[src/sv/cqd_pkg.sv]
`timescale 1ns / 1ps
`default_nettype none

package cqd_pkg;

    localparam int DEPTH_DEF = 64;
    localparam int DATA_W    = 32;
    localparam int OP_W      = 2;
    localparam int STAT_W    = 2;

    // request codes
    localparam logic [OP_W-1:0] REQ_INSERT = 2'd0;
    localparam logic [OP_W-1:0] REQ_DELETE = 2'd1;
    localparam logic [OP_W-1:0] REQ_DEDUP  = 2'd2;

    // result status codes
    localparam logic [STAT_W-1:0] ST_OK        = 2'd0;
    localparam logic [STAT_W-1:0] ST_OVERFLOW  = 2'd1;
    localparam logic [STAT_W-1:0] ST_UNDERFLOW = 2'd2;
    localparam logic [STAT_W-1:0] ST_EMPTY     = 2'd3;

    // one accepted request handed to the sequencer
    typedef struct packed {
        logic              valid;
        logic [OP_W-1:0]   op;
        logic [DATA_W-1:0] value;
    } req_t;

endpackage

`default_nettype wire

[src/sv/cqd_ram.sv]
`timescale 1ns / 1ps
`default_nettype none

module cqd_ram
    import cqd_pkg::*;
#(
    parameter int DEPTH = DEPTH_DEF,
    parameter int AW    = $clog2(DEPTH)
) (
    input  wire logic              aclk,
    input  wire logic              we,
    input  wire logic [AW-1:0]     addr,
    input  wire logic [DATA_W-1:0] wdata,
    output logic      [DATA_W-1:0] rdata
);

    logic [DATA_W-1:0] mem [DEPTH];
    logic [DATA_W-1:0] rdata_reg;

    always_ff @(posedge aclk) begin
        if (we) begin
            mem[addr] <= wdata;
        end
        rdata_reg <= mem[addr];
    end

    assign rdata = rdata_reg;

endmodule

`default_nettype wire

[src/sv/cqd_ctrl.sv]
`timescale 1ns / 1ps
`default_nettype none

module cqd_ctrl
    import cqd_pkg::*;
#(
    parameter int DEPTH = DEPTH_DEF,
    parameter int AW    = $clog2(DEPTH),
    parameter int CW    = $clog2(DEPTH + 1)
) (
    input  wire logic              aclk,
    input  wire logic              aresetn,
    input  wire req_t              req,
    output logic                   idle,
    output logic                   res_valid,
    output logic      [STAT_W-1:0] res_status,
    output logic      [DATA_W-1:0] res_value,
    output logic      [CW-1:0]     res_occ
);

    localparam logic [2:0] S_IDLE = 3'd0;
    localparam logic [2:0] S_DEL  = 3'd1;
    localparam logic [2:0] S_RI   = 3'd2;
    localparam logic [2:0] S_LI   = 3'd3;
    localparam logic [2:0] S_CK   = 3'd4;
    localparam logic [2:0] S_KEEP = 3'd5;

    localparam logic [CW-1:0] FULL_CNT = CW'(DEPTH);
    localparam logic [CW:0]   DEPTH_X  = (CW + 1)'(DEPTH);
    localparam logic [AW-1:0] LAST_IDX = AW'(DEPTH - 1);

    logic [2:0]        state_reg, state_next;
    logic [AW-1:0]     head_reg, head_next;
    logic [CW-1:0]     count_reg, count_next;
    logic [CW-1:0]     i_reg, i_next;
    logic [CW-1:0]     k_reg, k_next;
    logic [CW-1:0]     kept_reg, kept_next;
    logic [DATA_W-1:0] v_reg, v_next;

    logic [CW-1:0]     pos;
    logic [CW:0]       sum;
    logic [AW-1:0]     addr;
    logic              we;
    logic [DATA_W-1:0] wdata;
    logic [DATA_W-1:0] rdata;
    logic              last_i;

    // shared ring address unit: (head + pos) mod depth
    always_comb begin
        sum = {{(CW + 1 - AW){1'b0}}, head_reg} + {1'b0, pos};
        if (sum >= DEPTH_X) begin
            sum = sum - DEPTH_X;
        end
        addr = sum[AW-1:0];
    end

    cqd_ram #(
        .DEPTH (DEPTH),
        .AW    (AW)
    ) u_ram (
        .aclk  (aclk),
        .we    (we),
        .addr  (addr),
        .wdata (wdata),
        .rdata (rdata)
    );

    assign idle   = (state_reg == S_IDLE);
    assign last_i = ((i_reg + CW'(1)) == count_reg);

    always_comb begin
        state_next = state_reg;
        head_next  = head_reg;
        count_next = count_reg;
        i_next     = i_reg;
        k_next     = k_reg;
        kept_next  = kept_reg;
        v_next     = v_reg;
        pos        = count_reg;
        we         = 1'b0;
        wdata      = v_reg;
        res_valid  = 1'b0;
        res_status = ST_OK;
        res_value  = '0;
        res_occ    = count_reg;

        unique case (state_reg)
            S_IDLE: begin
                wdata = req.value;
                if (req.op == REQ_DELETE) begin
                    pos = '0;
                end
                if (req.valid) begin
                    unique case (req.op)
                        REQ_INSERT: begin
                            res_valid = 1'b1;
                            if (count_reg == FULL_CNT) begin
                                res_status = ST_OVERFLOW;
                            end else begin
                                we         = 1'b1;
                                count_next = count_reg + CW'(1);
                                res_occ    = count_next;
                            end
                        end
                        REQ_DELETE: begin
                            if (count_reg == '0) begin
                                res_valid  = 1'b1;
                                res_status = ST_UNDERFLOW;
                            end else begin
                                count_next = count_reg - CW'(1);
                                if (count_next == '0) begin
                                    head_next = '0;
                                end else if (head_reg == LAST_IDX) begin
                                    head_next = '0;
                                end else begin
                                    head_next = head_reg + AW'(1);
                                end
                                state_next = S_DEL;
                            end
                        end
                        REQ_DEDUP: begin
                            if (count_reg == '0) begin
                                res_valid  = 1'b1;
                                res_status = ST_EMPTY;
                            end else begin
                                i_next     = '0;
                                kept_next  = '0;
                                state_next = S_RI;
                            end
                        end
                        default: begin
                            res_valid = 1'b1;
                        end
                    endcase
                end
            end
            S_DEL: begin
                res_valid  = 1'b1;
                res_value  = rdata;
                state_next = S_IDLE;
            end
            S_RI: begin
                pos        = i_reg;
                state_next = S_LI;
            end
            S_LI: begin
                // candidate arrives; start reading kept entry 0
                pos    = '0;
                v_next = rdata;
                k_next = '0;
                if (kept_reg == '0) begin
                    state_next = S_KEEP;
                end else begin
                    state_next = S_CK;
                end
            end
            S_CK: begin
                // compare kept entry k, prefetch entry k+1
                pos = k_reg + CW'(1);
                if (rdata == v_reg) begin
                    if (last_i) begin
                        res_valid  = 1'b1;
                        res_occ    = kept_reg;
                        count_next = kept_reg;
                        state_next = S_IDLE;
                    end else begin
                        i_next     = i_reg + CW'(1);
                        state_next = S_RI;
                    end
                end else if ((k_reg + CW'(1)) == kept_reg) begin
                    state_next = S_KEEP;
                end else begin
                    k_next = k_reg + CW'(1);
                end
            end
            S_KEEP: begin
                pos       = kept_reg;
                we        = 1'b1;
                kept_next = kept_reg + CW'(1);
                if (last_i) begin
                    res_valid  = 1'b1;
                    res_occ    = kept_next;
                    count_next = kept_next;
                    state_next = S_IDLE;
                end else begin
                    i_next     = i_reg + CW'(1);
                    state_next = S_RI;
                end
            end
            default: begin
                state_next = S_IDLE;
            end
        endcase
    end

    always_ff @(posedge aclk) begin
        if (!aresetn) begin
            state_reg <= S_IDLE;
            head_reg  <= '0;
            count_reg <= '0;
        end else begin
            state_reg <= state_next;
            head_reg  <= head_next;
            count_reg <= count_next;
        end
        i_reg    <= i_next;
        k_reg    <= k_next;
        kept_reg <= kept_next;
        v_reg    <= v_next;
    end

endmodule

`default_nettype wire

[src/sv/circular_queue_with_dedup.sv]
`timescale 1ns / 1ps
`default_nettype none

// channel   | dir | tdata (low bit up)              | tuser
// s_axis    | in  | in_value[31:0]                  | req_type[1:0]
// m_axis    | out | out_value[31:0], occupancy, pad | status[1:0]
//
// insert and every rejected or empty request are answered from the idle state,
// delete waits in S_DEL for the ram read; dedup reads each entry, then compares
//   it to the kept entries in turn through the single ram port and comparator
// aresetn clears head, count and sequencer; the ring store itself is not cleared
// a waiting result on m_axis stalls input only while the next one could collide

module circular_queue_with_dedup
    import cqd_pkg::*;
#(
    parameter  int DEPTH   = DEPTH_DEF,
    localparam int AW      = $clog2(DEPTH),
    localparam int CW      = $clog2(DEPTH + 1),
    localparam int TDATA_W = ((DATA_W + CW + 7) / 8) * 8
) (
    input  wire logic                  aclk,
    input  wire logic                  aresetn,

    input  wire logic                  s_axis_tvalid,
    output logic                       s_axis_tready,
    input  wire logic [DATA_W-1:0]     s_axis_tdata,   // in_value
    input  wire logic [OP_W-1:0]       s_axis_tuser,   // req_type

    output logic                       m_axis_tvalid,
    input  wire logic                  m_axis_tready,
    output logic [TDATA_W-1:0]         m_axis_tdata,   // out_value, occupancy, zero pad
    output logic [STAT_W-1:0]          m_axis_tuser    // status
);

    req_t              req;
    logic              ctrl_idle;
    logic              res_valid;
    logic [STAT_W-1:0] res_status;
    logic [DATA_W-1:0] res_value;
    logic [CW-1:0]     res_occ;

    // output holding register
    logic              m_valid_reg;
    logic [STAT_W-1:0] status_reg;
    logic [DATA_W-1:0] value_reg;
    logic [CW-1:0]     occ_reg;

    // take a transfer only when the sequencer is free and the output slot
    // is empty or being drained at this edge
    assign s_axis_tready = ctrl_idle && (!m_valid_reg || m_axis_tready);

    assign req.valid = s_axis_tvalid && s_axis_tready;
    assign req.op    = s_axis_tuser;
    assign req.value = s_axis_tdata;

    cqd_ctrl #(
        .DEPTH (DEPTH),
        .AW    (AW),
        .CW    (CW)
    ) u_ctrl (
        .aclk       (aclk),
        .aresetn    (aresetn),
        .req        (req),
        .idle       (ctrl_idle),
        .res_valid  (res_valid),
        .res_status (res_status),
        .res_value  (res_value),
        .res_occ    (res_occ)
    );

    always_ff @(posedge aclk) begin
        if (!aresetn) begin
            m_valid_reg <= 1'b0;
        end else begin
            priority if (res_valid) begin
                m_valid_reg <= 1'b1;
            end else if (m_axis_tready) begin
                m_valid_reg <= 1'b0;
            end
        end
        if (res_valid) begin
            status_reg <= res_status;
            value_reg  <= res_value;
            occ_reg    <= res_occ;
        end
    end

    assign m_axis_tvalid = m_valid_reg;
    assign m_axis_tuser  = status_reg;
    assign m_axis_tdata  = TDATA_W'({occ_reg, value_reg});

endmodule

`default_nettype wire
[config.mk]
export PLATFORM = sky130hd
export DESIGN_NAME = circular_queue_with_dedup
export DESIGN_NICKNAME = d
export VERILOG_FILES = /design/src/sv/cqd_pkg.sv /design/src/sv/cqd_ram.sv /design/src/sv/cqd_ctrl.sv /design/src/sv/circular_queue_with_dedup.sv
export SDC_FILE = /design/constraint.sdc
export NUM_CORES = 2
export LEC_CHECK = 0
export BUFFER_PORTS_ARGS = -buffer_cell sky130_fd_sc_hd__buf_2
export CAP_MARGIN = 20
export CELL_PAD_IN_SITES_DETAIL_PLACEMENT = 0
export CELL_PAD_IN_SITES_GLOBAL_PLACEMENT = 1
export CORE_UTILIZATION = 40
export DETAILED_ROUTE_END_ITERATION = 10
export HOLD_SLACK_MARGIN = 0.1
export MAX_ROUTING_LAYER = met4
export PLACE_DENSITY = 0.62
export SLEW_MARGIN = 5
export SYNTH_ARGS = -nofsm -noshare
export SYNTH_HDL_FRONTEND = slang
export SYNTH_SLANG_ARGS = --single-unit
[constraint.sdc]
create_clock -name aclk -period 4.9 [get_ports aclk]
set_input_delay 0.245 -clock aclk [delete_from_list [all_inputs] [get_ports aclk]]
set_output_delay 0.245 -clock aclk [all_outputs]
set_load 0.02 [all_outputs]
==> metrics.md <==
| Metric | Value |
|---|---|
| Cell total after placement | `7547` |
| Fin crit share | `97.99%` |
| Family with the most delay on the worst path | `buffers and inverters` |
| First-pass GRT wire length | `361.9 mm` |
| Yosys warning count | `0` |
| Crit end category | `flop` |
| Total number of vias | `48160` |
| Gr usage total | `25.57%` |
| Skew-Pair Late Insertion Delay | `0.87 ns` |
| RSZ-0062 raised after global routing | `no` |
| Port buffer count | `80` |
| Post-DR vias/cell | `6.037` |
| P per Cell Area | `449.1 mW/mm^2` |
| Fin util | `48.19%` |
| Post-layout instance area | `0.09781 mm^2` |
| Slew Limit Fails | `0` |
| CP cell instances | `nor2b_1 -> nand2_1 -> o21ai_1 -> ha_1 -> inv_1 -> fa_2 -> buf_4 -> nor3_4 -> buf_12 -> buf_12 -> buf_4 -> a22oi_1 -> nand4_1 -> mux2i_1 -> buf_4 -> mux2i_1 -> mux2_2` |
| Net Count, Synth | `4702` |
| Clock skew | `0.02746 ns` |
| Share of the synthesized area in the top cell type | `78.38%` |
| Yosys top cell by area | `edfxtp_1` |
| CP Max Fanout | `20` |
| Initial antenna violation count | `6` |
| CTS tree | `done` |
| Cell mode on critical path | `buf_4` |
| CP Launch Type | `flop` |
| Fmax | `208.3 MHz` |
| TritonCTS Buffers | `217` |
| Top-count cell post-synth | `edfxtp_1` |
| Placed cell area | `0.09041 mm^2` |
| CP arrival | `5.54 ns` |
| Slowest-stage cell, CP | `fa_2` |
| Worst min path class | `primary input to flop` |
| Final GP Congestion | `0.8776` |
| Largest stage delay on the critical path | `0.69 ns` |
| Max-Slew Margin vs Limit | `20.70%` |
| H-tree depth | `4` |
| Vias in the first global route | `46410` |
| IO Pins | `82` |
| GRT overflow | `0` |
| DRC | `0` |
| Clock Path Buffers | `3` |
| Distinct cell type count after synthesis | `74` |
| Peak supply drop | `0.0003152 V` |
| DR WL/cell | `32.61 um` |
| Root Buffer | `clkbuf_16` |
| Yosys reg bits | `2191` |
| Fillers | `16800` |
| Async set-or-reset flop fraction in the synthesized netlist | `0%` |
| Area grow syn2layout | `19.18%` |
| Die area | `0.2070 mm^2` |
| Width of the die | `455.0 um` |
| Ranking of synthesized cells by area | `edfxtp_1, a22oi_1, mux2i_1, nand4_1, dfxtp_1` |
| Final WL | `260.2 mm` |
| Main synth FF type | `edfxtp_1` |
| Fin Setup TNS | `0 ns` |
| Clk slew on worst S/H paths | `0.06 ns` |
| Register with the most flip-flops | `u_ctrl.u_ram.mem` |
| Synth Cell Area | `0.08206 mm^2` |
| Share of cells above drive strength 1 | `19.15%` |
| Sum of net half-perimeters after detailed placement | `155.7 mm` |
| Hold Vio Cnt, Final | `0` |
| Worst-margin pin slew | `1.185 ns` |
| Largest net degree at the start of global routing | `65` |
| Critical path class | `flop to flop` |
| Seq/Total Area, Yosys | `79.57%` |
| Leakage | `0.03141 uW` |
| Minimum clock period | `4.801 ns` |
| Status | `completed` |
| Syn Inst Count | `4644` |
| Initial DRC count | `6044` |
| Number of flip-flops in the largest register | `2048` |
| Synth top cells by count | `edfxtp_1, a22oi_1, nand4_1` |
| Synth Area per Inst | `17.67 um^2` |
| Final #Nets | `5166` |
| Final Non-Filler Cells | `7978` |
| Post-route ant nets | `0` |
| Clk sinks | `2191` |
| Endpoints failing setup | `0` |
| Reg2Reg Setup Slack | `0.1 ns` |
| Post-synth EDFFs | `2142` |
| WP data required | `5.64 ns` |
| First drt pass iteration count | `5` |
| # Max-Cap Violations | `0` |
| Die Span Y | `455.0 um` |
| Initial core utilization | `40.44%` |
| Cell row count | `165` |
| Buf/Inv on CP | `6` |
| Placeable Area | `0.2029 mm^2` |
[worst paths after layout]
kind | from | cells after the start | end
worst max-delay path | u_ctrl.state_reg[2] | 17 | u_ctrl.u_ram.rdata[28]
worst min-delay path | s_axis_tdata[12] | 4 | u_ctrl.u_ram.mem[51][12]
worst max register to register | u_ctrl.state_reg[2] | 17 | u_ctrl.u_ram.rdata[28]
worst min register to register | u_ctrl.u_ram.rdata[28] | 0 | u_ctrl.v_reg[28]
[per-stage QoR]
step	total power (uW)	hold slack (ns)	worst slack (ns)
finish	43930	0.2550	0.09866
floorplan	24270	0.3833	-0.1641
global route	45050	0.2297	0.004589
CTS	44050	0.1826	0.0007008
global placement	27430	0.4570	-0.2582
detailed placement	27450	0.4544	-0.3234
[power by group]
group	total [uW]	internal (uW)	leakage (uW)	switching, uW
registers	21500	21200	0.0197	384
logic	5650	1850	0.00823	3790
clock network	16700	9600	0.00345	7140
[cell families (layout without fill, tap and decap cells)]
logic type               Yosys count  after routing  synth area share (%)
AND/OR/NAND/NOR                  670            671                 4.354
multiplexers                     232            232                 2.885
XOR/XNOR                          77             77                0.8492
buffers and inverters            312            967                 1.709
AO/OA/AOI/OAI                   1141           1141                 10.31
flip-flops                      2191           2191                 79.57
other                              1              7              0.004570
adder cells (fa/ha/maj)           20             20                0.3141
[area by class of cell]
class                   instances  area (um^2)  area share [%]
clock buffers                 288         5799           5.929
inverters                      20        75.07         0.07676
flip-flops and latches       2191        65300           66.77
clock inverters               123         1343           1.373
well taps                    2672         3343           3.418
diodes                          6        15.01         0.01535
repair buffers                536         5796           5.926
multi-input cells            2142        16130           16.49
[metal layers]
metal	vias to the layer above	part of all wire [%]	GRT usage [%]
li1	20170	-	-
met1	25260	43	36.37
met2	2421	47	39.23
met3	310	8.4	3.269
met4	0	2.1	5.919
met5	-	0	-
[worst register-to-register path: stages (launching register included)]
cell	delay (ns)
dfxtp_1	0.56
nor2b_1	0.29
nand2_1	0.14
o21ai_1	0.32
ha_1	0.25
inv_1	0.08
fa_2	0.69
buf_4	0.17
nor3_4	0.06
buf_12	0.18
buf_12	0.17
buf_4	0.23
a22oi_1	0.23
nand4_1	0.16
mux2i_1	0.48
buf_4	0.20
mux2i_1	0.12
mux2_2	0.34
[cell usage in the layout, fill, tap and decap left out, drive strengths merged, types with 4 or more instances in the layout]
cell	n
diode	6
xnor2	58
a211oi	4
mux2	36
a32oi	4
and2	36
bufinv	24
nand2	156
nand4	269
dlygate4sd3	11
nor4	9
buf	525
o21ai	35
or4	4
xor2	19
and3	8
dfxtp	49
nand3	19
a22oi	1030
clkbuf	288
o211ai	6
nor2	120
clkinvlp	9
a21oi	28
inv	30
nand3b	7
edfxtp	2142
a31oi	9
or3	4
clkinv	80
nand2b	6
ha	19
nor3b	6
mux2i	196
nor3	13
nor2b	6
[timing repair]
action	in CTS	in global routing
setup buffers	0	2
hold buffers	11	0
endpoints found under the hold margin	152	0
gates resized for setup	12	13
setup endpoints to repair	15	110
pin swaps	0	2
cloned	0	1
Note: power is estimated with default switching activity, not from simulation.
